===== config.mk =====
export PLATFORM = sky130hd
export DESIGN_NAME = ocra_regs
export DESIGN_NICKNAME = d
export VERILOG_FILES = /design/src/rtl/ocra_pkg.sv /design/src/rtl/ocra_regs.sv
export SDC_FILE = /design/constraint.sdc
export NUM_CORES = 1
export LEC_CHECK = 0
export BUFFER_PORTS_ARGS = -buffer_cell sky130_fd_sc_hd__buf_2
export CELL_PAD_IN_SITES_DETAIL_PLACEMENT = 2
export CELL_PAD_IN_SITES_GLOBAL_PLACEMENT = 2
export CORE_MARGIN = 2
export CORE_UTILIZATION = 28
export CTS_BUF_LIST = sky130_fd_sc_hd__clkbuf_16
export DETAILED_ROUTE_END_ITERATION = 16
export GPL_ROUTABILITY_DRIVEN = 0
export GPL_TIMING_DRIVEN = 0
export PLACE_DENSITY_LB_ADDON = 0.1
export SLEW_MARGIN = 20
export SYNTH_ARGS = -nofsm -noshare
export SYNTH_HDL_FRONTEND = slang
export SYNTH_SLANG_ARGS = --single-unit

===== constraint.sdc =====
create_clock -name clk -period 1.75 [get_ports clk]
set_clock_uncertainty 0.05 [all_clocks]
set_input_delay 0.35 -clock clk [delete_from_list [all_inputs] [get_ports clk]]
set_output_delay 0.35 -clock clk [all_outputs]
set_load 0.03 [all_outputs]

===== src/rtl/ocra_pkg.sv =====
// Shared types, widths and constants of the overlay comment row allocator.
package ocra_pkg;

    localparam int MODE_COUNT   = 4;
    localparam int START_W      = 32;
    localparam int DUR_W        = 20;
    localparam int HGT_W        = 12;
    localparam int LEN_W        = 16;
    localparam int MODE_W       = 2;
    localparam int POOL_W       = 2;
    localparam int ROW_W        = 11;
    localparam int SW_W         = 16;
    localparam int SH_W         = 11;
    localparam int APB_AW       = 4;
    localparam int APB_DW       = 32;
    localparam int STILL_TOL_MS = 100;
    localparam int TIME_W       = 1 + START_W + DUR_W;
    localparam int VALID_POS    = TIME_W - 1;

    localparam logic [SW_W-1:0] RST_STAGE_WIDTH  = SW_W'(1920);
    localparam logic [SH_W-1:0] RST_STAGE_HEIGHT = SH_W'(1080);
    localparam logic [SH_W-1:0] RST_RESERVED     = '0;

    typedef enum logic [MODE_W-1:0] {
        MODE_SCROLL_L = 2'd0,
        MODE_TOP      = 2'd1,
        MODE_BOTTOM   = 2'd2,
        MODE_SCROLL_R = 2'd3
    } mode_t;

    typedef enum logic [1:0] {
        REG_STAGE_WIDTH  = 2'd0,
        REG_STAGE_HEIGHT = 2'd1,
        REG_RESERVED     = 2'd2,
        REG_DROP         = 2'd3
    } reg_idx_t;

    typedef enum logic [1:0] {
        RES_PLACED = 2'd0,
        RES_OVER   = 2'd1,
        RES_DROP   = 2'd2
    } res_kind_t;

    typedef enum logic [3:0] {
        ST_CLEAR,
        ST_IDLE,
        ST_SETUP,
        ST_SCAN_ADDR,
        ST_SCAN_MUL,
        ST_SCAN_EVAL,
        ST_FB_ADDR,
        ST_FB_EVAL,
        ST_FB_DONE,
        ST_WIPE,
        ST_MARK_INIT,
        ST_MARK,
        ST_DONE_PLACED,
        ST_DONE_OVER,
        ST_DONE_DROP
    } state_t;

    typedef struct packed {
        logic [SW_W-1:0] stage_width;
        logic [SH_W-1:0] stage_height;
        logic [SH_W-1:0] reserved_bottom;
        logic            drop_when_full;
    } cfg_t;

    typedef struct packed {
        logic      load_item;
        logic      scan_start;
        logic      set_row_zero;
        logic      mul;
        logic      scan_step;
        logic      fb_start;
        logic      fb_step;
        logic      fb_commit;
        logic      wipe_start;
        logic      wipe_step;
        logic      mark_start;
        logic      mark_step;
        logic      clear_step;
        logic      out_load;
        res_kind_t out_kind;
    } cmd_t;

    typedef struct packed {
        logic clear_last;
        logic oversize;
        logic ps_zero;
        logic found_now;
        logic scan_last;
        logic drop;
        logic fb_stop;
        logic best_zero;
        logic wipe_last;
        logic mark_more;
        logic out_free;
    } status_t;

endpackage


===== src/rtl/ocra_regs.sv =====
// APB-style configuration registers of the allocator.
module ocra_regs (
    input  logic                        clk,
    input  logic                        rst_n,
    input  logic                        psel,
    input  logic                        penable,
    input  logic                        pwrite,
    input  logic [1:0]                  reg_sel,
    input  logic [ocra_pkg::APB_DW-1:0] pwdata,
    output logic [ocra_pkg::APB_DW-1:0] prdata,
    output ocra_pkg::cfg_t              cfg
);

    ocra_pkg::cfg_t cfg_reg;
    ocra_pkg::cfg_t cfg_next;
    logic           wr_en;

    assign wr_en = psel && penable && pwrite;

    always_comb
    begin
        cfg_next = cfg_reg;
        if (wr_en)
        begin
            case (ocra_pkg::reg_idx_t'(reg_sel))
                ocra_pkg::REG_STAGE_WIDTH:  cfg_next.stage_width = pwdata[ocra_pkg::SW_W-1:0];
                ocra_pkg::REG_STAGE_HEIGHT: cfg_next.stage_height = pwdata[ocra_pkg::SH_W-1:0];
                ocra_pkg::REG_RESERVED:  cfg_next.reserved_bottom = pwdata[ocra_pkg::SH_W-1:0];
                ocra_pkg::REG_DROP:         cfg_next.drop_when_full = pwdata[0];
                default:                    cfg_next = cfg_reg;
            endcase
        end
    end

    always_ff @(posedge clk or negedge rst_n)
    begin
        if (!rst_n)
        begin
            cfg_reg.stage_width     <= ocra_pkg::RST_STAGE_WIDTH;
            cfg_reg.stage_height    <= ocra_pkg::RST_STAGE_HEIGHT;
            cfg_reg.reserved_bottom <= ocra_pkg::RST_RESERVED;
            cfg_reg.drop_when_full  <= 1'b0;
        end
        else
        begin
            cfg_reg <= cfg_next;
        end
    end

    always_comb
    begin
        case (ocra_pkg::reg_idx_t'(reg_sel))
            ocra_pkg::REG_STAGE_WIDTH:  prdata = ocra_pkg::APB_DW'(cfg_reg.stage_width);
            ocra_pkg::REG_STAGE_HEIGHT: prdata = ocra_pkg::APB_DW'(cfg_reg.stage_height);
            ocra_pkg::REG_RESERVED:     prdata = ocra_pkg::APB_DW'(cfg_reg.reserved_bottom);
            ocra_pkg::REG_DROP:         prdata = ocra_pkg::APB_DW'(cfg_reg.drop_when_full);
            default:                    prdata = '0;
        endcase
    end

    assign cfg = cfg_reg;

endmodule


==> results of run 1 <==
where the power goes:
group	internal [uW]	total, uW	leakage (uW)	switching (uW)
registers	1150	1310	0.000464	163
logic	487	1360	0.000827	877
clock network	515	866	0.0000762	351
final cells by class:
class	count	share of cell area
Sequential cell	39	0.369
Clock buffer	5	0.0468
Timing Repair Buffer	76	0.146
Clock inverter	3	0.00468
Buffer	24	0.0740
Tap cell	96	0.0449
Multi-Input combinational cell	99	0.314
Inverter	1	0.00140
logic make-up after synthesis:
kind of cell / count (synthesis)
buffers and inverters: 25
flip-flops: 39
other: 1
AND/OR/NAND/NOR: 23
multiplexers: 50
AO/OA/AOI/OAI: 10
cells in the final DEF (no fill, tap or decap), types with 3 or more instances in the layout:
cell	synthesis	routed
mux2i_1	10	10
o21ai_1	0	10
mux2_4	10	10
inv_1	1	3
buf_2	1	74
conb_1	1	16
clkbuf_16	0	5
buf_4	18	20
nor2_1	3	3
buf_6	2	3
dfrtp_1	31	31
mux2_2	29	29
nand2_1	10	10
and2_1	5	5
dfstp_2	8	8
timing repair:
item                       in CTS  in global routing
setup buffers                   1                  0
setup endpoints to repair      11                  8
gates resized for setup         5                  3
cloned                          0                  0
pin swaps                       0                  0
routing by layer:
layer  track usage  vias to the layer above
li1              -                      670
met1         0.188                      726
met2         0.240                       57
met3        0.0358                        8
met4        0.0462                        0
met5             0                        -
worst paths after layout:
check                                  to       start  slack, ps
worst max-delay path            prdata[0]      cfg[1]         40
worst min-delay path              cfg[25]       rst_n        140
worst max register to register    cfg[23]     cfg[23]        800
worst min register to register    cfg[12]     cfg[12]        480
max in group asynchronous         cfg[37]       rst_n        930
min in group clk                  cfg[35]  pwdata[12]        250
per-stage QoR:
step	power, uW	cells
2_1_floorplan	2260	163
3_3_place_gp	2650	334
3_5_place_dp	2680	334
4_1_cts	3590	343
5_1_grt	3730	343
6_report	3540	343
==> flow_summary_export.csv, run 1 <==
group,metric,value,unit
critical_path,critPathTopFamily,"multiplexers",
drt,routed.top_layer,"met4",
yosys,netlist_top_cells_count,"dfrtp_1 (31), mux2_2 (29), buf_4 (18)",
final_layout,areaGrowthSynthToFinish,36.0,%
final_layout,diodes,0,
yosys,synth_edf_count,0,
die,ioPinCount,110,
timing,worst_pin_slew,906,ps
drt,drc_errors,0,
grt,grt_pass1_wl,8250,um
run,maxCapViolations,0,
power_and_ir_drop,leakage,0.00137,uW
timing,fin_ws,44.2,ps
yosys,synth.distinct_cells,22,
drt,vias,1461,
yosys,async_reset_ff_frac,1.00,
cts,h-tree-depth,2,
die,std_cell_rows,30,
critical_path,crit_type,"reg2out",
die,die_h,87.8,um
placed_design,io_buffer_count,75,
final_layout,design_area,2670,um^2
yosys,yosysMostFrequentCell,"dfrtp_1",
final_layout,nets,285,
timing,rsz0062_at_grt,"false",
yosys,yosys.area_share.adder,0,
yosys,synth_top_area_frac,0.395,
grt,first_global_vias,1499,
yosys,yosysWarnings,0,
critical_path,startpoint_type,"flip-flop",
final_layout,largest_reg_flops,39,
drt,wl_met3,344,um
critical_path,r2r_cells,2,
power_and_ir_drop,powerDensity,1320,nW/um^2
critical_path,cp_num_cells,2,
placed_design,dp_slack,-197,ps
yosys,synth_area_leaders,"dfrtp_1 (39%), mux2_2 (17%), dfstp_2 (11%)",
timing,slew_headroom,0.396,
yosys,synth-xor-area-share,0,
critical_path,cp-end-kind,"output pin",
grt,grt_max_degree,40,
die,die_w,87.8,um
timing,hold_violations,0,
cts,clk_pin_slew,60,ps
timing,tns,0,ps
critical_path,required,1350,ps
timing,hold_ws,144,ps
die,core,6790,um^2
yosys,synth_cells,148,
timing,fin_crit_sh,0.975,
final_layout,final_util,0.393,
power_and_ir_drop,ir_worst_vdd,0.000422,V
yosys,synth-seq-cells,39,
critical_path,path_cells,"mux4_2, buf_6",
yosys,synth_compound_area_frac,0.0255,
drt,m1WireLength,2330,um
yosys,synth_top_family_by_area,"multiplexers",
cts,cts_tree,"done",
grt,gr-usage-all-layers,0.145,
cts,cts.sinks,39,
timing,clock.fmax,0.586,GHz
yosys,syn-cell-area,1970,um^2
drt,ant_nets,0,
drt,viasPerCell,4.26,
yosys,muxShareOfSynthArea,0.307,
grt,antenna_found_initial,0,
cts,worst_skew_pair.late_latency,280,ps
yosys,avgSynthCellArea,13.3,um^2
final_layout,drive_gt1_frac,0.636,
cts,hold_buffers,0,
cts,cts_root_buf,"clkbuf_16",
final_layout,multiInputGateArea,838,um^2
timing,slew_viol_final,0,
timing,min_period,1710,ps
drt,met2_length,2620,um
drt,drtPass1Iterations,4,
critical_path,worstPathArrival,1310,ps
status,status,"finished clean",
placed_design,dpl_cell_area,2520,um^2
critical_path,critPathMaxStageDelay,480,ps
critical_path,cp_num_buf_inv,1,
drt,wire_per_inst,15.6,um
final_layout,fillers,733,
placed_design,dpl.hpwl,3820,um
grt,gr-total-overflow,0,
critical_path,cpMaxStageDelayCell,"mux4_2",
timing,setup_violations,0,
hold_path,hp-class,"in2async",
yosys,synth-simple-area-share,0.0656,
cts,cts_buffer_depth,2,
die,start_util,0.289,
yosys,seq_area_frac_synth,0.502,
die,die-area,7710,um^2
final_layout,seqCellArea,986,um^2
drt,drtIter0Drc,33,
yosys,synth_area_leader_cell,"dfrtp_1",
drt,postRouteWirelength,5360,um
cts,numCtsBuffers,5,
critical_path,critPathMaxFanout,3,
yosys,synth_ff_type,"dfrtp_1",
No activity file was read; power rests on OpenSTA's default activity.
==> inputs of run 2 (changes only) <==
- ABC_AREA: default -> 1
- CORE_UTILIZATION: 28 -> 24
==> run 2 against run 1 <==
First-iteration DRC count rose by 42%. Flip-flop and latch count did not move. Sequential power fell by 3%. Wire length rose by 27%. Clock power rose by 19%. Register-to-register slack improved by 150 ps. Worst setup slack improved by 38 ps. Sequential share of layout area fell by 0.79 points. Critical path depth rose by 4. Area after synthesis rose by 0.32%. Critical path type is now in2out. Critical endpoint is now prdata[1]. Largest power group is now registers.
==> flow_summary_export.csv, run 2 <==
group,metric,value,unit
yosys,synth_area_leaders,"dfrtp_1 (39%), nand2_1 (28%), dfstp_2 (11%)",
grt,grt_pass1_wl,10800,um
cts,clk_pin_slew,60,ps
yosys,netlist_top_cells_count,"nand2_1 (149), dfrtp_1 (31), buf_4 (17)",
power_and_ir_drop,powerDensity,1260,nW/um^2
timing,worst_pin_slew,967,ps
yosys,synth-seq-cells,39,
timing,setup_violations,0,
critical_path,cpMaxStageDelayCell,"nor2_2",
cts,cts_tree,"done",
yosys,seq_area_frac_synth,0.500,
final_layout,diodes,0,
cts,worst_skew_pair.late_latency,270,ps
die,die_h,94.6,um
power_and_ir_drop,seqPwrFrac,0.367,
drt,viasPerCell,4.24,
yosys,synth_top_area_frac,0.393,
power_and_ir_drop,switching_share,0.391,
timing,slew_headroom,0.356,
grt,gr-total-overflow,0,
timing,hold_ws,174,ps
timing,fin_crit_sh,0.953,
power_and_ir_drop,leakage,0.00161,uW
cts,hold_buffers,0,
critical_path,required,1350,ps
cts,cts_buffer_depth,2,
final_layout,nets,395,
die,die-area,8960,um^2
yosys,synth.distinct_cells,19,
critical_path,r2r_start,"cfg[33]",
grt,first_global_vias,2002,
timing,slew_viol_final,0,
drt,wire_per_inst,14.8,um
final_layout,areaGrowthSynthToFinish,38.5,%
critical_path,cp-end-kind,"output pin",
critical_path,crit_type,"in2out",
critical_path,critPathMaxStageDelay,200,ps
status,status,"finished clean",
critical_path,worstPathArrival,1270,ps
power_and_ir_drop,p_clk_frac,0.299,
drt,postRouteWirelength,6820,um
placed_design,dpl.hpwl,4850,um
drt,vias,1959,
timing,fin_ws,82.4,ps
drt,drtPass1Iterations,4,
final_layout,final_cell_mix,"nand2_1 (149), buf_2 (77), dfrtp_1 (31)",
timing,rsz0062_at_grt,"false",
drt,ant_nets,0,
yosys,synth_edf_count,0,
cts,numCtsBuffers,5,
power_and_ir_drop,power_frac_comb,0.334,
critical_path,startpoint,"reg_sel[1]",
die,die_w,94.6,um
drt,drtIter0Drc,47,
yosys,synth_cells,257,
yosys,async_reset_ff_frac,1.00,
run,maxCapViolations,0,
cts,cts_root_buf,"clkbuf_16",
timing,clock.fmax,0.600,GHz
hold_path,hp-class,"in2async",
die,ioPinCount,110,
timing,hold_violations,0,
yosys,synth_ff_type,"dfrtp_1",
final_layout,final_util,0.338,
yosys,avgSynthCellArea,7.67,um^2
critical_path,path_cells,"buf_2, nor2_2, buf_6, nand2_1, nand3_1, buf_4",
final_layout,largest_reg_flops,39,
power_and_ir_drop,ir_worst_vdd,0.000518,V
timing,min_period,1670,ps
critical_path,critPathMaxFanout,10,
yosys,yosysMostFrequentCell,"nand2_1",
yosys,syn-cell-area,1970,um^2
die,std_cell_rows,33,
placed_design,dp_slack,-104,ps
critical_path,startpoint_type,"primary input",
grt,gr-usage-all-layers,0.162,
power_and_ir_drop,power,3450,uW
timing,tns,0,ps
cts,h-tree-depth,2,
placed_design,io_buffer_count,77,
cts,cts.sinks,39,
yosys,synth_area_leader_cell,"dfrtp_1",
final_layout,final_common_cell,"nand2_1",
drt,drc_errors,0,
die,core,8090,um^2
final_layout,drive_gt1_frac,0.370,
grt,grt_max_degree,40,
power_and_ir_drop,p_int,2100,uW
grt,antenna_found_initial,0,
power_and_ir_drop,switching_power,1350,uW
yosys,yosysWarnings,0,
die,start_util,0.244,
run 2: cell count changes after synthesis, sizes merged, moves of 2 or more:
cell,before,now
nand2,10,155
nor2,3,11
nor3,2,0
nand3,1,14
buf,22,25
mux2i,10,0
and2,5,0
inv,1,10
clkbuf,2,0
o21ai,10,1
mux2,39,0
run 2: power groups by stage:
stage	Combinational, uW	Clock (uW)	Sequential [uW]
global placement	1130	0	1280
global route	1260	1110	1300
CTS	1160	1060	1270
detailed placement	1160	0	1290
floorplan	409	0	1630
finish	1150	1030	1270
run 2: cells by family (layout without fill, tap and decap cells):
logic type	Yosys count	after routing	share of synthesized area
AOI/OAI and AO/OA	1	1	0.00254
buffers and inverters	35	120	0.114
DFF	39	39	0.500
other	1	16	0.00190
and+or+nand+nor	181	181	0.382
run 2: what timing repair did:
action / CTS / global route
pin swaps: 0 / 0
hold endpoints to repair: 0 / 0
endpoints found under the setup margin: 11 / 11
gates resized for setup: 3 / 8
buffers inserted: 0 / 0
cloned: 0 / 1
run 2: final timing paths:
kind | depth (start not counted) | slack (ps) | to
max | 6 | 80 | prdata[1]
min | 1 | 170 | cfg[5]
max reg2reg | 2 | 950 | cfg[33]
min reg2reg | 2 | 420 | cfg[31]
max in group asynchronous | 1 | 870 | cfg[29]
min in group clk | 3 | 220 | cfg[35]
run 2: per-layer routing:
metal,up-vias,track usage,routed length (um)
met5,-,0,0
met4,0,0.0290,36
met3,2,0.0351,334
met2,45,0.287,3460
met1,970,0.205,2990
li1,942,-,-
run 2: final cells by class:
type	instances	area (um^2)
Buffer	24	194
Clock buffer	5	125
Clock inverter	3	38.8
Fill cell	1002	5360
Inverter	10	40.0
Multi-Input combinational cell	198	818
Sequential cell	39	986
Tap cell	105	131
Timing Repair Buffer	78	398
run 2: metrics by stage:
stage | instance area [um^2] | std cells
after detailed placement | 2540 | 454
after CTS | 2710 | 461
after floorplan | 2030 | 272
after global routing | 2730 | 462
after global placement | 2540 | 454
final | 2730 | 462
run 2: critical path: cells and delay by family:
kind / cells / cell delay, ps
buffers and inverters: 3 / 510
AND/OR/NAND/NOR: 3 / 400
