===== config.mk =====
export PLATFORM = sky130hd
export DESIGN_NAME = ocra_ctrl
export DESIGN_NICKNAME = d
export VERILOG_FILES = /design/src/rtl/ocra_pkg.sv /design/src/rtl/ocra_ctrl.sv
export SDC_FILE = /design/constraint.sdc
export NUM_CORES = 1
export LEC_CHECK = 0
export BUFFER_PORTS_ARGS = -buffer_cell sky130_fd_sc_hd__buf_2
export CAP_MARGIN = 20
export CORE_MARGIN = 2
export CORE_UTILIZATION = 40
export DETAILED_ROUTE_END_ITERATION = 6
export PLACE_DENSITY = 0.72
export SETUP_SLACK_MARGIN = 0.4
export SYNTH_ARGS = -nofsm -noshare
export SYNTH_HDL_FRONTEND = slang
export SYNTH_SLANG_ARGS = --single-unit

===== constraint.sdc =====
create_clock -name clk -period 2.45 [get_ports clk]
set_input_delay 0.49 -clock clk [delete_from_list [all_inputs] [get_ports clk]]
set_output_delay 0.49 -clock clk [all_outputs]
set_load 0.03 [all_outputs]

===== src/rtl/ocra_pkg.sv =====
// Shared types, widths and constants of the overlay comment row allocator.
package ocra_pkg;

    localparam int MODE_COUNT   = 4;
    localparam int START_W      = 32;
    localparam int DUR_W        = 20;
    localparam int HGT_W        = 12;
    localparam int LEN_W        = 16;
    localparam int MODE_W       = 2;
    localparam int POOL_W       = 2;
    localparam int ROW_W        = 11;
    localparam int SW_W         = 16;
    localparam int SH_W         = 11;
    localparam int APB_AW       = 4;
    localparam int APB_DW       = 32;
    localparam int STILL_TOL_MS = 100;
    localparam int TIME_W       = 1 + START_W + DUR_W;
    localparam int VALID_POS    = TIME_W - 1;

    localparam logic [SW_W-1:0] RST_STAGE_WIDTH  = SW_W'(1920);
    localparam logic [SH_W-1:0] RST_STAGE_HEIGHT = SH_W'(1080);
    localparam logic [SH_W-1:0] RST_RESERVED     = '0;

    typedef enum logic [MODE_W-1:0] {
        MODE_SCROLL_L = 2'd0,
        MODE_TOP      = 2'd1,
        MODE_BOTTOM   = 2'd2,
        MODE_SCROLL_R = 2'd3
    } mode_t;

    typedef enum logic [1:0] {
        REG_STAGE_WIDTH  = 2'd0,
        REG_STAGE_HEIGHT = 2'd1,
        REG_RESERVED     = 2'd2,
        REG_DROP         = 2'd3
    } reg_idx_t;

    typedef enum logic [1:0] {
        RES_PLACED = 2'd0,
        RES_OVER   = 2'd1,
        RES_DROP   = 2'd2
    } res_kind_t;

    typedef enum logic [3:0] {
        ST_CLEAR,
        ST_IDLE,
        ST_SETUP,
        ST_SCAN_ADDR,
        ST_SCAN_MUL,
        ST_SCAN_EVAL,
        ST_FB_ADDR,
        ST_FB_EVAL,
        ST_FB_DONE,
        ST_WIPE,
        ST_MARK_INIT,
        ST_MARK,
        ST_DONE_PLACED,
        ST_DONE_OVER,
        ST_DONE_DROP
    } state_t;

    typedef struct packed {
        logic [SW_W-1:0] stage_width;
        logic [SH_W-1:0] stage_height;
        logic [SH_W-1:0] reserved_bottom;
        logic            drop_when_full;
    } cfg_t;

    typedef struct packed {
        logic      load_item;
        logic      scan_start;
        logic      set_row_zero;
        logic      mul;
        logic      scan_step;
        logic      fb_start;
        logic      fb_step;
        logic      fb_commit;
        logic      wipe_start;
        logic      wipe_step;
        logic      mark_start;
        logic      mark_step;
        logic      clear_step;
        logic      out_load;
        res_kind_t out_kind;
    } cmd_t;

    typedef struct packed {
        logic clear_last;
        logic oversize;
        logic ps_zero;
        logic found_now;
        logic scan_last;
        logic drop;
        logic fb_stop;
        logic best_zero;
        logic wipe_last;
        logic mark_more;
        logic out_free;
    } status_t;

endpackage


===== src/rtl/ocra_ctrl.sv =====
// Sequencer that walks one comment through search, fallback, wipe and marking.
module ocra_ctrl (
    input  logic               clk,
    input  logic               rst_n,
    input  logic               in_valid,
    output logic               in_ready,
    input  ocra_pkg::status_t  status,
    output ocra_pkg::cmd_t     cmd
);

    ocra_pkg::state_t state_reg;
    ocra_pkg::state_t state_next;

    always_ff @(posedge clk or negedge rst_n)
    begin
        if (!rst_n)
        begin
            state_reg <= ocra_pkg::ST_CLEAR;
        end
        else
        begin
            state_reg <= state_next;
        end
    end

    always_comb
    begin
        state_next = state_reg;
        case (state_reg)
            ocra_pkg::ST_CLEAR:
            begin
                if (status.clear_last)
                begin
                    state_next = ocra_pkg::ST_IDLE;
                end
            end
            ocra_pkg::ST_IDLE:
            begin
                if (in_valid)
                begin
                    state_next = ocra_pkg::ST_SETUP;
                end
            end
            ocra_pkg::ST_SETUP:
            begin
                if (status.oversize)
                begin
                    state_next = ocra_pkg::ST_DONE_OVER;
                end
                else if (status.ps_zero)
                begin
                    state_next = ocra_pkg::ST_DONE_PLACED;
                end
                else
                begin
                    state_next = ocra_pkg::ST_SCAN_ADDR;
                end
            end
            ocra_pkg::ST_SCAN_ADDR: state_next = ocra_pkg::ST_SCAN_MUL;
            ocra_pkg::ST_SCAN_MUL:  state_next = ocra_pkg::ST_SCAN_EVAL;
            ocra_pkg::ST_SCAN_EVAL:
            begin
                if (status.found_now)
                begin
                    state_next = ocra_pkg::ST_MARK_INIT;
                end
                else if (status.scan_last)
                begin
                    state_next = status.drop ? ocra_pkg::ST_DONE_DROP : ocra_pkg::ST_FB_ADDR;
                end
                else
                begin
                    state_next = ocra_pkg::ST_SCAN_ADDR;
                end
            end
            ocra_pkg::ST_FB_ADDR: state_next = ocra_pkg::ST_FB_EVAL;
            ocra_pkg::ST_FB_EVAL:
            begin
                state_next = status.fb_stop ? ocra_pkg::ST_FB_DONE : ocra_pkg::ST_FB_ADDR;
            end
            ocra_pkg::ST_FB_DONE:
            begin
                state_next = status.best_zero ? ocra_pkg::ST_WIPE : ocra_pkg::ST_MARK_INIT;
            end
            ocra_pkg::ST_WIPE:
            begin
                if (status.wipe_last)
                begin
                    state_next = ocra_pkg::ST_MARK_INIT;
                end
            end
            ocra_pkg::ST_MARK_INIT: state_next = ocra_pkg::ST_MARK;
            ocra_pkg::ST_MARK:
            begin
                if (!status.mark_more)
                begin
                    state_next = ocra_pkg::ST_DONE_PLACED;
                end
            end
            ocra_pkg::ST_DONE_PLACED, ocra_pkg::ST_DONE_OVER, ocra_pkg::ST_DONE_DROP:
            begin
                if (status.out_free)
                begin
                    state_next = ocra_pkg::ST_IDLE;
                end
            end
            default: state_next = ocra_pkg::ST_CLEAR;
        endcase
    end

    always_comb
    begin
        cmd          = '0;
        cmd.out_kind = ocra_pkg::RES_PLACED;
        in_ready     = 1'b0;
        case (state_reg)
            ocra_pkg::ST_CLEAR: cmd.clear_step = 1'b1;
            ocra_pkg::ST_IDLE:
            begin
                in_ready      = 1'b1;
                cmd.load_item = in_valid;
            end
            ocra_pkg::ST_SETUP:
            begin
                cmd.set_row_zero = status.ps_zero;
                cmd.scan_start   = !status.oversize && !status.ps_zero;
            end
            ocra_pkg::ST_SCAN_ADDR: cmd = cmd;
            ocra_pkg::ST_SCAN_MUL:  cmd.mul = 1'b1;
            ocra_pkg::ST_SCAN_EVAL:
            begin
                cmd.scan_step = 1'b1;
                cmd.fb_start  = !status.found_now && status.scan_last && !status.drop;
            end
            ocra_pkg::ST_FB_ADDR: cmd = cmd;
            ocra_pkg::ST_FB_EVAL: cmd.fb_step = 1'b1;
            ocra_pkg::ST_FB_DONE:
            begin
                cmd.fb_commit  = 1'b1;
                cmd.wipe_start = status.best_zero;
            end
            ocra_pkg::ST_WIPE:      cmd.wipe_step = 1'b1;
            ocra_pkg::ST_MARK_INIT: cmd.mark_start = 1'b1;
            ocra_pkg::ST_MARK:      cmd.mark_step = status.mark_more;
            ocra_pkg::ST_DONE_PLACED:
            begin
                cmd.out_load = status.out_free;
                cmd.out_kind = ocra_pkg::RES_PLACED;
            end
            ocra_pkg::ST_DONE_OVER:
            begin
                cmd.out_load = status.out_free;
                cmd.out_kind = ocra_pkg::RES_OVER;
            end
            ocra_pkg::ST_DONE_DROP:
            begin
                cmd.out_load = status.out_free;
                cmd.out_kind = ocra_pkg::RES_DROP;
            end
            default: cmd = '0;
        endcase
    end

endmodule


==> summary.md, run 1 <==
| Metric | Value |
|---|---|
| Placed instance area | `766 um2` |
| Crit path cell chain | `nand2b_2 > nor3_4 > and2_1 > buf_2` |
| # IOs | `31` |
| Slew Limit Headroom | `78.4%` |
| Max-cap violations | `0` |
| Hold crit path type | `input pin to async pin` |
| ANT nets after route | `0` |
| Antenna Cells | `0` |
| Fin. Hold Viols | `0` |
| DP Cell Count | `129` |
| Initial antenna violation count | `0` |
| Register area | `103 um2` |
| Req. time, crit path | `1960 ps` |
| Final min period | `1980 ps` |
| Fin crit share | `80.7%` |
| Startpoint Class | `flip-flop` |
| Run status | `completed` |
| Port Buf Inserts | `30` |
| Initial Utilization | `41.6%` |
| Vias | `759` |
| Syn Inst Count | `87` |
| Critical path class | `flip-flop to output pin` |
| Synth unique cells | `32` |
| Clock insertion delay at the later pin of the skew report | `250 ps` |
| Placer Congestion | `0.864` |
| Final Power | `1.07 mW` |
| Footprint of the multi-input gates | `459 um2` |
| Worst-Margin Slew | `325 ps` |
| Final worst setup slack | `472 ps` |
| Post-synthesis register bit count | `4` |
| Top Family by Delay on Critical Path | `simple AND/OR/NAND/NOR gates` |
| Non-Filler Instances | `132` |
| Hpwl dp | `1380 um` |
| Global-route wire length before repair | `3020 um` |
| Fmax | `506 MHz` |
| Total CTS buffers | `3` |
| Hold_buf cts | `0` |
| Die W | `43.1 um` |
| Register area share after synthesis | `16.4%` |
| PD cells | `1340 nW/um2` |
| Crit-path max FO | `10` |
| Synthesized Nets | `101` |
| Synth Cell Area | `612 um2` |
| VDD IR max | `0.599 mV` |
| Final Setup Violations | `0` |
| Core area | `1470 um2` |
| Die Height | `43.1 um` |
| Layout cells sized above 1 | `44.0%` |
| Pin count of the biggest net entering global routing | `16` |
| Min Hold Slack | `38.6 ps` |
| Total GRT Usage | `21.2%` |
| Crit. End Element | `output pin` |
| Clock Skew | `2.13 ps` |
| Synth Warn # | `0` |
| CTS sink count | `4` |
| Grt total ovfl | `0` |
| CTS tree | `built` |
| DRC | `0` |
| Post-CTS setup buffer count | `0` |
| Max reg flops | `4` |
| DR pass1 iterations | `4` |
| CTS H-tree depth | `1` |
| Die Area | `1860 um2` |
| Count of pins over their slew limit | `0` |
| Average vias per placed instance | `5.75` |
| Routed wire length | `1810 um` |
| Sum Neg Setup Slack | `0 ps` |
| Fin util | `54.3%` |
| Clock slew at reported path FFs | `40 ps` |
| DRT iter0 DRCs | `21` |
| CTS Buffer Depth | `2` |
| Routed WL per cell | `13.7 um` |
| Filler cells | `140` |
| Leakage | `0.373 nW` |
| Placement Setup Slack | `663 ps` |
| Finished Cell Area | `800 um2` |
| Vias in the first global route | `698` |
| RSZ-0062 raised after global routing | `no` |
| CP peak stage delay | `470 ps` |
| Fin nets | `132` |
| CP Buf/Inv Count | `1` |
| # rows | `14` |
| Synthesis-to-layout area growth | `30.7%` |
| Root buffer cell | `clkbuf_4` |
| Syn avg cell area | `7.03 um2` |
| Worst Path Arrival | `1490 ps` |
| Crit-path slowest cell | `dfrtp_2` |
==> where the power goes <==
part | total (mW) | internal (mW) | switching, mW
clock | 0.0900 | 0.0553 | 0.0347
sequential | 0.171 | 0.106 | 0.0648
combinational | 0.813 | 0.289 | 0.524
total | 1.07 | 0.450 | 0.624
==> timing repair <==
action / CTS / global route
gates resized for setup: 1 / 3
setup endpoints to repair: 1 / 4
gates cloned: 0 / 0
==> Yosys cell counts <==
cell       n  area (um2)
o31ai_1    2        15.0
nor4_2     1        12.5
nor3_1     5        25.0
nand2b_1   6        37.5
a22oi_1    1        7.51
o221ai_1   1        8.76
buf_2      4        20.0
and2_1     4        25.0
nor3_2     3        30.0
a211oi_2   1        12.5
mux2i_1    2        20.0
a31oi_1    1        6.26
nor2_1    14        52.6
nor2b_1    1        6.26
nand2b_2   1        8.76
nand3b_1   1        7.51
o21ai_0    6        30.0
a32o_1     1        10.0
inv_2      2        7.51
nor4_1     4        25.0
a221oi_2   1        15.0
dfrtp_1    4         100
clkbuf_1   1        3.75
inv_1      2        7.51
a21oi_1    3        15.0
nand3_1    2        10.0
o32ai_1    1        8.76
o211ai_1   2        15.0
nand2_1    5        18.8
a211o_1    1        8.76
a211oi_1   1        7.51
buf_6      3        33.8
==> metal layers <==
layer / vias up / global-route usage, % / share of wire, %
met2: 39 / 35.8 / 48
li1: 374 / - / -
met3: 5 / 2.55 / 8.4
met4: 0 / 9.09 / 2.0
met1: 341 / 26.7 / 42
met5: - / 0 / 0
==> path summary, 6_finish.rpt <==
kind	cells past startpoint	slack, ps	to	startpoint
min	1	40	state_reg[0]	rst_n
min in group clk	4	610	state_reg[0]	in_valid
max reg2reg	5	1050	state_reg[0]	state_reg[0]
max	4	470	cmd[14]	state_reg[0]
max in group asynchronous	1	2280	state_reg[1]	rst_n
min reg2reg	2	610	state_reg[3]	state_reg[3]
==> layout make-up <==
type                            instances  area share (%)
Sequential cell                         4            12.8
Multi-Input combinational cell         71            57.4
Tap cell                               16            2.50
Inverter                                4            1.88
Timing Repair Buffer                   34            22.5
Clock buffer                            3            2.82
==> worst register-to-register path, delay by kind of cell (launching register included) <==
| kind | cells | cell delay, ps |
|---|---|---|
| flops | 1 | 460 |
| compound gates | 3 | 460 |
| buf+inv | 1 | 210 |
| simple gates | 1 | 140 |
==> cell families after synthesis <==
| group | Yosys count | synth area share (%) |
|---|---|---|
| flops | 4 | 16.4 |
| buf+inv | 12 | 11.9 |
| simple gates | 47 | 42.3 |
| compound gates | 22 | 26.2 |
| mux | 2 | 3.27 |
==> layout by cell type, fill, tap and decap left out, drive strengths merged <==
cell type	Yosys	routed
a21oi	3	3
nand2	5	5
a211oi	2	2
nor3	8	8
nor4	5	5
a31oi	1	1
o31ai	2	2
buf	7	34
nor2	14	14
inv	4	4
clkbuf	1	3
o32ai	1	1
nand3	2	2
dfrtp	4	4
nand3b	1	1
mux2i	2	2
a32o	1	1
nand2b	7	7
a211o	1	1
o221ai	1	1
o211ai	2	2
and2	4	4
nor2b	1	1
a221oi	1	1
o21ai	6	6
a22oi	1	1
(Power assumes the default switching activity.)
==> inputs of run 2 (changes only) <==
ABC_AREA = 1   (was unset)
PLACE_DENSITY = 0.74   (was 0.72)
clock period = 1.99 ns   (was 2.45 ns; I/O delays follow)
==> run 2 against run 1 <==
Net effect:
- area after synthesis is 10% lower
- global-route usage rose by 1.1 points
- sequential power is 43% higher
- wire length up 33%
- sequential share of layout area fell by 2.8 points
- critical path depth unchanged
- total power up 56%
- worst setup slack lost 240 ps
- die area decreased by 9.5%
- critical endpoint is now cmd[6]
==> summary.md, run 2 <==
| Metric | Value |
|---|---|
| Synthesized Nets | `121` |
| Routed wire length | `2400 um` |
| Die Height | `41.0 um` |
| Routed WL per cell | `14.0 um` |
| Vias | `945` |
| Share of the synthesized area in the top cell type | `22.6%` |
| Clock share of power | `6.2%` |
| Synth Cell Area | `548 um2` |
| Sw frac | `55.3%` |
| VDD IR max | `1.10 mV` |
| DRC | `0` |
| Most frequent cells after synthesis | `nand2_1, nor2_1, inv_1` |
| CTS sink count | `4` |
| # IOs | `31` |
| Crit path cell chain | `nor2_4 > nand2_1 > inv_1 > buf_6` |
| Register area share after synthesis | `18.3%` |
| DP Cell Count | `151` |
| Fmax | `570 MHz` |
| # rows | `13` |
| Final Power | `1.67 mW` |
| Antenna Cells | `0` |
| Post-synthesis register bit count | `4` |
| Clock insertion delay at the later pin of the skew report | `240 ps` |
| Synthesis-to-layout area growth | `91.6%` |
| Die Area | `1680 um2` |
| Critical path class | `flip-flop to output pin` |
| Hold crit path type | `input pin to flip-flop` |
| CTS tree | `built` |
| Finished Cell Area | `1050 um2` |
| PD cells | `1590 nW/um2` |
| Leading area contributor after synthesis | `nand2_1` |
| RSZ-0062 raised after global routing | `yes` |
| Grt total ovfl | `0` |
| Die W | `41.0 um` |
| Root buffer cell | `clkbuf_4` |
| Final worst setup slack | `235 ps` |
| Fin nets | `172` |
| Count of pins over their slew limit | `0` |
| CTS H-tree depth | `1` |
| Req. time, crit path | `1590 ps` |
| Layout cells sized above 1 | `51.9%` |
| Initial Utilization | `42.6%` |
| Sequential share of power | `14.7%` |
| Non-Filler Instances | `171` |
| Min Hold Slack | `468 ps` |
| Fin crit share | `88.2%` |
| Clock slew at reported path FFs | `40 ps` |
| Fin util | `81.7%` |
| Pin count of the biggest net entering global routing | `8` |
| CTS Buffer Depth | `2` |
| Worst-Margin Slew | `256 ps` |
| Startpoint Class | `flip-flop` |
| Total GRT Usage | `22.3%` |
| Initial antenna violation count | `0` |
| Prevailing post-synth register cell | `dfrtp_1` |
| Post-synth EDFFs | `0` |
| Leading cell types by total area after synthesis | `nand2_1, dfrtp_1, nor2_1` |
| ANT nets after route | `0` |
| CP Buf/Inv Count | `2` |
| Synth Warn # | `0` |
| Core area | `1280 um2` |
| Max reg flops | `4` |
| Fin. Hold Viols | `0` |
| Final min period | `1750 ps` |
| Worst Path Arrival | `1360 ps` |
| Placed instance area | `722 um2` |
| Sum Neg Setup Slack | `0 ps` |
| Syn Inst Count | `107` |
| Most frequent cells in the layout | `nand2_1, buf_4, nor2_1` |
| Run status | `completed` |
| Top Family by Delay on Critical Path | `flip-flops` |
| Syn avg cell area | `5.12 um2` |
| NetSw | `0.925 mW` |
| Hold path depth | `4` |
| Count leader, synth | `nand2_1` |
| Crit path depth | `4` |
| Final Setup Violations | `0` |
| Global-route wire length before repair | `2460 um` |
| Comb pwr share | `79.1%` |
| Ys async rst share | `100%` |
| DRT iter0 DRCs | `43` |
| Crit. End Element | `output pin` |
| Internal power | `0.747 mW` |
| Port Buf Inserts | `30` |
| Slew Limit Headroom | `82.7%` |
| Synth unique cells | `14` |
| Leakage | `0.629 nW` |
| Max-cap violations | `0` |
| Reg2Reg Depth | `8` |
| Commonest non-fill, non-tap cell in the layout | `nand2_1` |
| Average vias per placed instance | `5.53` |
| CP peak stage delay | `490 ps` |
| Total CTS buffers | `3` |
| DR pass1 iterations | `4` |
| Hpwl dp | `1280 um` |
| Placer Congestion | `0.853` |
| Vias in the first global route | `648` |
| Placement Setup Slack | `359 ps` |
| Crit-path slowest cell | `dfrtp_2` |
| Clock Skew | `5.17 ps` |
| Crit-path max FO | `7` |
-- run 2: cell types whose count changed after synthesis, moves of 6 or more --
cell / delta
nand3_1: +6
nor2_1: +10
nand2_1: +28
inv_1: +16
nand2b_1: -6
-- run 2: cell type report --
| class | instances | area (um2) |
|---|---|---|
| multi-input cells | 84 | 463 |
| fillers | 87 | 235 |
| well taps | 15 | 18.8 |
| inverters | 18 | 72.6 |
| flip-flops and latches | 4 | 105 |
| repair buffers | 47 | 368 |
| clock buffers | 3 | 22.5 |
-- run 2: final timing paths --
| kind | start | endpoint | slack, ps |
|---|---|---|---|
| setup / recovery | state_reg[2] | cmd[6] | 240 |
| hold / removal | status[0] | state_reg[2] | 470 |
| setup reg to reg | state_reg[2] | state_reg[3] | 550 |
| hold reg to reg | state_reg[0] | state_reg[0] | 670 |
| max in group asynchronous | rst_n | state_reg[0] | 1370 |
| min in group asynchronous | rst_n | state_reg[3] | 480 |
-- run 2: metal layers --
layer  vias to the layer above  share of wire, %  GRT usage, %
li1                        429                 -             -
met5                         -                 0             0
met4                         0               7.4          10.8
met1                       419                35          25.6
met3                        21               7.1          2.17
met2                        76                50          40.2
-- run 2: cells by family after synthesis --
group                  share of synthesized area, %
AO/OA/AOI/OAI                                  3.65
flip-flops                                     18.3
AND/OR/NAND/NOR                                64.4
buffers and inverters                          13.7
-- run 2: timing repair --
action / in CTS / in global routing
gates resized for setup: 34 / 27
pin swaps: 2 / 10
hold buffers: 1 / 0
setup buffers: 4 / 12
setup endpoints to repair: 17 / 17
endpoints found under the hold margin: 4 / 0
-- run 2: tightest hold or removal path, cell delays in order --
cell     delay [ps]
buf_2            70
inv_1            40
nand4_1         100
nand2_1          60
-- run 2: power groups by stage --
stage,Sequential (mW),Clock [mW],Combinational [mW]
5_1_grt,0.250,0.115,1.41
6_report,0.245,0.103,1.32
3_5_place_dp,0.198,0,0.782
3_3_place_gp,0.194,0,0.788
2_1_floorplan,0.172,0,0.627
4_1_cts,0.217,0.108,0.938
==> inputs of run 3 (changes only) <==
CORE_UTILIZATION = 38   (was 40)
PLACE_DENSITY = 0.73   (was 0.74)
clock period = 1.52 ns   (was 1.99 ns; I/O delays follow)
==> run 3 against run 2 <==
Net effect:
- the flow now stops in 5_1_grt
- synthesized cell count did not move
- area after synthesis is the same
==> summary.md, run 3 <==
| Metric | Value |
|---|---|
| Run status | `did not finish` |
| Last step reached | `5_1_grt` |
| First Err | `[ERROR DPL-0033] detailed placement checks failed during check placement.` |
| Die W | `42.0 um` |
| Die Height | `42.0 um` |
| Synth Warn # | `0` |
| Most frequent cells after synthesis | `nand2_1, nor2_1, inv_1` |
| CTS H-tree depth | `1` |
| WEP type | `top-level output` |
| Root buffer cell | `clkbuf_4` |
| Synth Cell Area | `548 um2` |
| Post-synth EDFFs | `0` |
| Port Buf Inserts | `30` |
| Post-GRT worst EP | `cmd[10]` |
| CTS sink count | `4` |
| Register area share after synthesis | `18.3%` |
| Count leader, synth | `nand2_1` |
| Total CTS buffers | `3` |
| # rows | `13` |
| Ys async rst share | `100%` |
| # IOs | `31` |
| Syn Inst Count | `107` |
| Leading area contributor after synthesis | `nand2_1` |
| Initial antenna violation count | `0` |
| Post-synthesis register bit count | `4` |
| Synth unique cells | `14` |
| Initial Utilization | `41.6%` |
| Prevailing post-synth register cell | `dfrtp_1` |
| Placer Congestion | `0.863` |
| Hpwl dp | `1450 um` |
| Leading cell types by total area after synthesis | `nand2_1, dfrtp_1, nor2_1` |
| Share of the synthesized area in the top cell type | `22.6%` |
| Syn avg cell area | `5.12 um2` |
| Placed instance area | `853 um2` |
| CTS Buffer Depth | `2` |
| Synthesized Nets | `121` |
| Pin count of the biggest net entering global routing | `7` |
run 3: cell counts after synthesis:
No cell type changed its count.
run 3: cell families after synthesis:
group	share of synthesized area [%]
compound gates	3.65
buf+inv	13.7
flops	18.3
simple gates	64.4
run 3: timing repair:
item,CTS
endpoints found under the setup margin,21
hold buffers,1
gates resized for setup,52
endpoints found under the hold margin,4
pin swaps,10
buffers inserted,13
run 3: stage by stage:
| step | instances | util [%] | TNS, ps | setup slack [ps] |
|---|---|---|---|---|
| 4_1_cts | 174 | 88.1 | -601 | -100 |
| 3_5_place_dp | 157 | 64.8 | 0 | 33.3 |
| 3_3_place_gp | 157 | 64.8 | 0 | 20.9 |
| 2_1_floorplan | 107 | - | -5.90 | -5.90 |
==> inputs of run 4 (changes only) <==
CORE_AREA = 2 2 63 65   (was unset)
CORE_MARGIN = unset   (was 2)
CORE_UTILIZATION = unset   (was 38)
DIE_AREA = 0 0 65 67   (was unset)
PLACE_DENSITY = unset   (was 0.73)
PLACE_DENSITY_LB_ADDON = 0.15   (was unset)
SETUP_SLACK_MARGIN = unset   (was 0.4)
clock period = 1.98 ns   (was 1.52 ns; I/O delays follow)
==> run 4 against run 3 <==
Net effect:
- the flow now finishes without violations
==> summary.md, run 4 (synthesized netlist as in run 2, its figures left out) <==
| Metric | Value |
|---|---|
| ANT nets after route | `0` |
| Pin count of the biggest net entering global routing | `10` |
| Worst-Margin Slew | `344 ps` |
| Final Setup Violations | `0` |
| CTS H-tree depth | `1` |
| Critical path class | `flip-flop to output pin` |
| Count of pins over their slew limit | `0` |
| PD cells | `1460 nW/um2` |
| Hold crit path type | `input pin to flip-flop` |
| Vias in the first global route | `730` |
| Synthesis-to-layout area growth | `48.4%` |
| DRT iter0 DRCs | `18` |
| Root buffer cell | `clkbuf_8` |
| Hold path depth | `4` |
| Clock slew at reported path FFs | `30 ps` |
| Average vias per placed instance | `3.99` |
| Routed wire length | `1920 um` |
| Grt total ovfl | `0` |
| DR pass1 iterations | `4` |
| Fmax | `536 MHz` |
| Met3 global-route usage | `0.845%` |
| CTS tree | `built` |
| Gr busiest metal | `met2` |
| # rows | `22` |
| Sum Neg Setup Slack | `0 ps` |
| Most frequent cells in the layout | `nand2_1, buf_2, nor2_1` |
| Vias | `755` |
| RR Startpoint | `state_reg[1]` |
| Crit-path max FO | `5` |
| Initial antenna violation count | `0` |
| Clock Skew | `0.535 ps` |
| Fin. Hold Viols | `0` |
| Req. time, crit path | `1580 ps` |
| Post-CTS setup buffer count | `0` |
| Final min period | `1870 ps` |
| Initial Utilization | `15.2%` |
| Hpwl dp | `1650 um` |
| CTS Buffer Depth | `2` |
| Run status | `completed` |
| FF-to-FF End | `state_reg[1]` |
| Worst Path Arrival | `1470 ps` |
| # IOs | `31` |
| Max-cap violations | `0` |
| Routed WL per cell | `10.1 um` |
| Clock insertion delay at the later pin of the skew report | `210 ps` |
| Port Buf Inserts | `30` |
| Fin crit share | `94.3%` |
| Final Power | `1.19 mW` |
| Layout cells sized above 1 | `31.2%` |
| Slew Limit Headroom | `77.0%` |
| DP Cell Count | `185` |
| Non-Filler Instances | `189` |
| Crit. End Element | `output pin` |
| CTS sink count | `4` |
| Placer Congestion | `0.801` |
| Hold path startpoint | `status[0]` |
| Commonest non-fill, non-tap cell in the layout | `nand2_1` |
| Die W | `65 um` |
| Total GRT Usage | `9.41%` |
| Fin nets | `157` |
| Leakage | `0.542 nW` |
| Reg2Reg Depth | `8` |
| Met2 Track Usage GR | `14.6%` |
| RSZ-0062 raised after global routing | `yes` |
| Antenna Cells | `0` |
| Startpoint Class | `flip-flop` |
| Die Area | `4360 um2` |
| DRC | `0` |
| GR Util met1 | `13.2%` |
| Total CTS buffers | `3` |
| Max reg flops | `4` |
| Global-route wire length before repair | `3180 um` |
| VDD IR max | `0.411 mV` |
| Core area | `3610 um2` |
| Worst R2R Setup Slack | `590 ps` |
| Die Height | `67 um` |
| Hold endpoint | `state_reg[2]` |
[run 4: worst max path at each step]
stage	to	from	slack [ps]	depth (start not counted)
final	cmd[10]	state_reg[1]	110	6
after global routing	cmd[15]	state_reg[2]	-10	4
after CTS	cmd[10]	state_reg[3]	40	6
after detailed placement	cmd[10]	state_reg[3]	270	6
after global placement	cmd[10]	state_reg[3]	320	6
after floorplan	cmd[10]	state_reg[3]	90	6
[run 4: layout make-up]
type | instances | area [um2]
Fill cell | 428 | 2790
Clock buffer | 3 | 41.3
Timing Repair Buffer | 32 | 168
Sequential cell | 4 | 101
Inverter | 18 | 67.6
Multi-Input combinational cell | 84 | 375
Tap cell | 48 | 60.1
[run 4: routing by layer]
layer,up-vias,wire length (um)
met5,-,0
met4,0,0
met3,0,112
met2,22,884
met1,339,917
li1,394,-
[run 4: per-stage QoR]
step / area, um2 / hold slack, ps / setup slack [ps] / util [%]
3_3_place_gp: 761 / 207 / 322 / 21.1
2_1_floorplan: 551 / 100 / 92.6 / -
4_1_cts: 812 / 498 / 41.3 / 22.5
6_report: 813 / 497 / 114 / 22.6
5_1_grt: 813 / 526 / -12.8 / 22.6
3_5_place_dp: 761 / 209 / 273 / 21.1
[run 4: repair_timing]
action / CTS / global route
hold buffers: 1 / 0
endpoints found under the setup margin: 0 / 2
endpoints found under the hold margin: 4 / 0
resized for setup: 0 / 2
[run 4: critical path, stage by stage, from the launching register on]
cell     delay [ps]
dfrtp_1         420
inv_1           110
nand2_1         130
nor2_2          190
nand3_1         130
nor2_2           90
buf_2           190
[run 4: power breakdown]
group	switching, mW	internal [mW]
Sequential	0.0783	0.126
Combinational	0.573	0.243
Clock	0.0399	0.129
